--- src/rtl/pdmu_pkg.sv ---
// Package for the point distance metric unit: widths, register and metric codes,
// the tag that travels down the root pipeline, and the saturation helper.
// No dependencies.
`default_nettype none
package pdmu_pkg;

  localparam int FRAC_BITS  = 8;
  localparam int COORD_BITS = 31;
  localparam int DIST_W     = 25;

  // |a - b| fits in COORD_BITS unsigned bits; sum of three squares in SUM_W
  localparam int DIFF_W = COORD_BITS;
  localparam int SQ_W   = 2 * DIFF_W;
  localparam int SUM_W  = SQ_W + 2;
  localparam int ROOT_W = SUM_W / 2;
  localparam int REM_W  = ROOT_W + 3;
  localparam int MAN_W  = DIFF_W + 2;
  localparam int WIDE_W = (COORD_BITS + 2 > DIST_W + 1) ? COORD_BITS + 2 : DIST_W + 1;

  localparam logic [WIDE_W-1:0] HALF =
    (FRAC_BITS == 0) ? '0 : WIDE_W'(64'd1 << (FRAC_BITS - 1));
  localparam logic [ROOT_W-1:0] FMASK = ROOT_W'((64'd1 << FRAC_BITS) - 64'd1);
  localparam logic [DIST_W-1:0] DIST_MAX = '1;

  localparam int ADDR_W = 3;

  localparam logic REG_METRIC    = 1'b0;
  localparam logic REG_THREE_DIM = 1'b1;

  localparam logic [1:0] METRIC_EUC_RND  = 2'd0;
  localparam logic [1:0] METRIC_MANHATTAN = 2'd1;
  localparam logic [1:0] METRIC_MAX_AXIS = 2'd2;
  localparam logic [1:0] METRIC_EUC_CEIL = 2'd3;

  // valid bit plus the non-Euclidean result, carried alongside the root
  typedef struct packed {
    logic              valid;
    logic [DIST_W-1:0] alt;
  } tag_t;

  function automatic logic [DIST_W-1:0] sat_dist(input logic [WIDE_W-1:0] v);
    logic [WIDE_W-1:0] lim;
    lim = WIDE_W'(DIST_MAX);
    if (v > lim) begin
      sat_dist = DIST_MAX;
    end else begin
      sat_dist = v[DIST_W-1:0];
    end
  endfunction

endpackage
`default_nettype wire

--- src/rtl/pdmu_isqrt.sv ---
// Pipelined integer square root: one result bit per stage, root and remainder.
// Depends on pdmu_pkg.
`default_nettype none
module pdmu_isqrt
  import pdmu_pkg::*;
(
  input  wire logic              clk,
  input  wire logic              rst,
  input  wire logic              en,
  input  wire logic [SUM_W-1:0]  rad_in,
  input  wire tag_t              tag_in,
  output logic      [ROOT_W-1:0] root,
  output logic      [REM_W-1:0]  rem,
  output tag_t                   tag_out
);

  logic [REM_W-1:0]  rem_q  [ROOT_W+1];
  logic [ROOT_W-1:0] root_q [ROOT_W+1];
  logic [SUM_W-1:0]  rad_q  [ROOT_W+1];
  logic [DIST_W-1:0] alt_q  [ROOT_W+1];
  logic [ROOT_W:0]   vld_q;

  assign rem_q[0]  = '0;
  assign root_q[0] = '0;
  assign rad_q[0]  = rad_in;
  assign alt_q[0]  = tag_in.alt;
  assign vld_q[0]  = tag_in.valid;

  for (genvar k = 0; k < ROOT_W; k++) begin : g_stage
    logic [REM_W-1:0] rem_sh;
    logic [REM_W-1:0] trial;
    logic             ge;

    // bring down the next two radicand bits, try (4r+1) at this weight
    assign rem_sh = {rem_q[k][REM_W-3:0], rad_q[k][SUM_W-1 -: 2]};
    assign trial  = {1'b0, root_q[k], 2'b01};
    assign ge     = (rem_sh >= trial);

    always_ff @(posedge clk) begin
      if (rst) begin
        vld_q[k+1] <= 1'b0;
      end else if (en) begin
        vld_q[k+1] <= vld_q[k];
      end
    end

    always_ff @(posedge clk) begin
      if (en) begin
        rem_q[k+1]  <= ge ? (rem_sh - trial) : rem_sh;
        root_q[k+1] <= {root_q[k][ROOT_W-2:0], ge};
        rad_q[k+1]  <= {rad_q[k][SUM_W-3:0], 2'b00};
        alt_q[k+1]  <= alt_q[k];
      end
    end
  end

  assign root          = root_q[ROOT_W];
  assign rem           = rem_q[ROOT_W];
  assign tag_out.valid = vld_q[ROOT_W];
  assign tag_out.alt   = alt_q[ROOT_W];

`ifndef NO_ASSERTIONS
  a_rem_bound: assert property (@(posedge clk) disable iff (rst)
    tag_out.valid |-> rem <= {2'b00, root, 1'b0})
    else $error("root remainder exceeds 2*root");

  a_rst_clear: assert property (@(posedge clk)
    rst |=> vld_q[ROOT_W:1] == '0)
    else $error("root pipeline valid bits not cleared by reset");

  a_stall_hold: assert property (@(posedge clk) disable iff (rst)
    !en |=> $stable(vld_q[ROOT_W:1]))
    else $error("root pipeline moved while stalled");
`endif

endmodule
`default_nettype wire

--- config.mk ---
export PLATFORM = sky130hd
export DESIGN_NAME = pdmu_isqrt
export DESIGN_NICKNAME = d
export VERILOG_FILES = /design/src/rtl/pdmu_pkg.sv /design/src/rtl/pdmu_isqrt.sv
export SDC_FILE = /design/constraint.sdc
export NUM_CORES = 2
export LEC_CHECK = 0
export BUFFER_PORTS_ARGS = -buffer_cell sky130_fd_sc_hd__buf_2
export CAP_MARGIN = 20
export CELL_PAD_IN_SITES_DETAIL_PLACEMENT = 0
export CELL_PAD_IN_SITES_GLOBAL_PLACEMENT = 1
export CORE_ASPECT_RATIO = 0.6
export CORE_MARGIN = 1.5
export CORE_UTILIZATION = 53
export DETAILED_ROUTE_END_ITERATION = 8
export PLACE_DENSITY_LB_ADDON = 0.1
export SYNTH_ARGS = -nofsm -noshare
export SYNTH_HDL_FRONTEND = slang
export SYNTH_SLANG_ARGS = --single-unit
--- constraint.sdc ---
create_clock -name clk -period 5.35 [get_ports clk]
set_clock_uncertainty 0.2 [all_clocks]
set_input_delay 0.8025 -clock clk [delete_from_list [all_inputs] [get_ports clk]]
set_output_delay 0.8025 -clock clk [all_outputs]
set_load 0.05 [all_outputs]
==> key figures <==
Run status
  – Status: complete, no violations

Synthesis
  – Number of register bits inferred by synthesis: roughly 3400
  – Synth Instances: 10100
  – Fraction of synthesized cell area taken by the top area cell type: 0.699
  – Most used flip-flop cell after synthesis: edfxtp_1
  – Most frequently used cell type in the post-synthesis netlist: edfxtp_1
  – Syn Nets: 10700
  – Number of warnings issued by yosys: 0
  – Ranking of synthesized cells by instance count: edfxtp_1 (3330), inv_1 (704), nand2_1 (661)
  – Sequential element share of the synthesized area: 0.704
  – Biggest area consumer among synthesized cells: edfxtp_1
  – Mean cell area of the mapped netlist: 14.2 um^2
  – Fraction of registers with async set or reset after synthesis: 0
  – Synth area leaders: edfxtp_1 (70%), ha_1 (4.9%), xnor2_1 (2.7%)
  – Number of enable-type register cells in the synthesized netlist: 3330
  – Number of different library cells in the post-synthesis netlist: 90
  – Post-synthesis instance area: 143000 um^2

Clocking
  – Sink count of the clock tree: 3362
  – Clock transition at path regs: about 0.060 ns
  – Clock tree from TritonCTS: built
  – Num CTS Buffers: 316
  – Post-CTS Resized: 0
  – Insertion delay to the later sink of the worst-skew pair: 0.88 ns
  – H-tree depth: 5
  – Worst-case clock buffer depth: 4
  – Clock Root Buffer: clkbuf_16

Timing
  – Number of setup violations in the final report: 0
  – Relative slew slack: 0.237
  – Number of pins exceeding their max-slew limit in the final report: 0
  – Setup tns final: 0 ns
  – Worst-case setup margin in the final layout: approximately 0.3 ns
  – Fmax: roughly 200 MHz
  – Setup repair after global routing missed its margin: no
  – Final Cycle Share: 0.944
  – Slew at the pin closest to its max-slew limit: approximately 1.1 ns
  – Total count of hold-check failures in the final report: 0
  – Shortest clock period the worst path allows after layout: between 5 and 6 ns

Power
  – Power per cell area: about 450 nW/um^2
  – Sequential fraction of design power: 0.488
  – Switching power of the nets: about 21 mW
  – Proportion of power drawn by the clock network: 0.313
  – Combinational group share of total power: 0.199
  – Power Internal: 50.9 mW
  – Net switching fraction of the power: 0.289
  – Worst vdd ir: approximately 0.3 mV
  – Static Leakage: 60.0 nW

Job
  – Max capacitance violation total: 0

Setup path
  – Crit. End Element: flip-flop
  – Critical path fanouts, max: 42
  – Class of the most critical setup path: flip-flop to flip-flop
  – Worst endpoint data arrival time: 5.43 ns
  – Data required, critical path: 5.73 ns
  – Startpoint kind of the worst setup timing path: flip-flop

Place
  – Dpl ws: 0.509 ns
  – GPL Wtd Cong: 0.979
  – Count of input and output buffers: roughly 190
  – Total half-perimeter wirelength after legalization and detailed placement: 233000 um

Finish
  – Filler Cells Inserted: 20500
  – Fraction of layout cells with a size suffix above 1: 0.0898
  – Layout area overhead: 12.2%
  – Fin nets: 11300

Die
  – Floorplan die height: 405 um
  – Placeable Area: 268000 um^2
  – Number of primary I/O pins: between 150 and 200
  – Die Footprint: around 270000 um^2
  – Number of placement rows: 147
  – Starting Density: 0.534
  – Die Width: roughly 670 um

Drt
  – Routed WL: 320000 um
  – First drt pass iteration count: 6
  – Number of antenna-violating nets in the routed design: 0
  – Post-DR wirelength/cell: between 20 and 25 um
  – Number of vias per cell after detailed routing: 5.66
  – First DRT Iteration DRCs: roughly 9800
  – Residual DRC count: 0
  – Via count: 81700

Global route
  – Wire length of the first global-routing pass: 482000 um
  – Antenna violations before repair: 17
  – Total Routing Usage GR: 0.233
  – Pin count of the biggest net entering global routing: 158
  – Vias in the first global route: between 70000 and 80000
  – Remaining global-route overflow: 0

Worst hold path
  – Min-delay worst type: input pin to flip-flop
[worst paths after layout]
path	to	slack (ns)	cells past startpoint	startpoint
max	g_stage[28].rem_sh[3]$_DFFE_PP_	0.30	12	g_stage[27].trial[3]$_DFFE_PP_
min reg2reg	alt_q[385]$_DFFE_PP_	0.20	0	alt_q[410]$_DFFE_PP_
min	tag_out[25]$_SDFFE_PP0P_	0.19	2	rst
max reg2reg	g_stage[28].rem_sh[3]$_DFFE_PP_	0.30	12	g_stage[27].trial[3]$_DFFE_PP_
[kinds of logic (layout without fill, tap and decap cells)]
kind of cell | after synthesis | count (layout) | synth area share
AO/OA/AOI/OAI | 1828 | 1828 | 0.0781
buffers and inverters | 913 | 1715 | 0.0248
XOR/XNOR | 840 | 840 | 0.0514
AND/OR/NAND/NOR | 2421 | 2421 | 0.0834
multiplexers | 123 | 123 | 0.00926
flip-flops | 3362 | 3362 | 0.704
adder cells (fa/ha/maj) | 563 | 563 | 0.0493
other | 1 | 6 | 0.0000262
[power by group through the flow]
stage | Clock [mW] | Combinational (mW) | Sequential [mW]
floorplan | 0 | 9.08 | 34.8
global placement | 0 | 13.7 | 35.4
detailed placement | 0 | 13.8 | 35.4
CTS | 22.9 | 13.9 | 34.8
global route | 23.9 | 15.6 | 35.2
finish | 22.4 | 14.3 | 34.9
[critical path, cell delays in order (launching register included)]
cell and delay, ns:
edfxtp_1 0.59, inv_1 0.09, ha_1 0.23, or3_1 0.32
o22ai_1 0.31, o21ai_1 0.24, a31oi_1 0.43, o211ai_1 0.23
a221o_1 0.46, a31o_2 0.32, a31oi_4 0.48, buf_12 0.28
mux2i_1 0.52
[layout by cell type (no fill, tap or decap), types with 140 or more instances in the layout]
| cell | Yosys | routed |
|---|---|---|
| edfxtp_1 | 3330 | 3330 |
| inv_1 | 704 | 704 |
| nand2_1 | 661 | 661 |
| nor2_1 | 566 | 564 |
| ha_1 | 563 | 563 |
| a21oi_1 | 552 | 550 |
| o21ai_0 | 521 | 520 |
| xnor2_1 | 447 | 447 |
| xor2_1 | 393 | 393 |
| clkbuf_16 | 0 | 324 |
| nor3_1 | 240 | 239 |
| a21o_1 | 229 | 229 |
| buf_2 | 8 | 184 |
| nand3_1 | 140 | 140 |
| buf_4 | 29 | 140 |
[per-stage QoR]
step           hold WS (ns)  power, mW  cell area (um^2)  utilization  std cells
2_1_floorplan         0.200       43.9            143000            -      10100
3_3_place_gp          0.200       49.1            149000        0.557      13800
3_5_place_dp          0.205       49.2            149000        0.557      13800
4_1_cts               0.124       71.7            160000        0.599      14400
5_1_grt               0.176       74.6            160000        0.599      14400
6_report              0.192       71.5            160000        0.599      14400
[registers in the layout, indices dropped and copies added (netlist names)]
register	count
rad_q	930
g_stage.trial	496
tag_out	26
rem	35
root	32
g_stage.rem_sh	1037
alt_q	775
vld_q	31
[layout make-up]
type / instances / area, um^2 / share of cell area
clock buffers: 382 / 8330 / 0.0519
multi-input cells: 5776 / 39000 / 0.243
repair buffers: 449 / 3550 / 0.0221
flip-flops and latches: 3362 / 101000 / 0.627
inverters: 709 / 2660 / 0.0166
diodes: 5 / 12.5 / 0.0000780
well taps: 3576 / 4470 / 0.0279
clock inverters: 175 / 1820 / 0.0114
[layer usage]
metal	share of wire	up-vias	global-route usage
met2	0.32	3003	0.245
li1	-	38500	-
met3	0.12	371	0.0784
met1	0.55	39800	0.429
met4	0.015	4	0.0402
met5	0.00063	-	0.00530
[timing repair]
action,4_1_cts,5_1_grt
buffers inserted,0,0
hold buffers,91,0
hold endpoints to repair,91,0
Power figures use the tool's default switching activity.
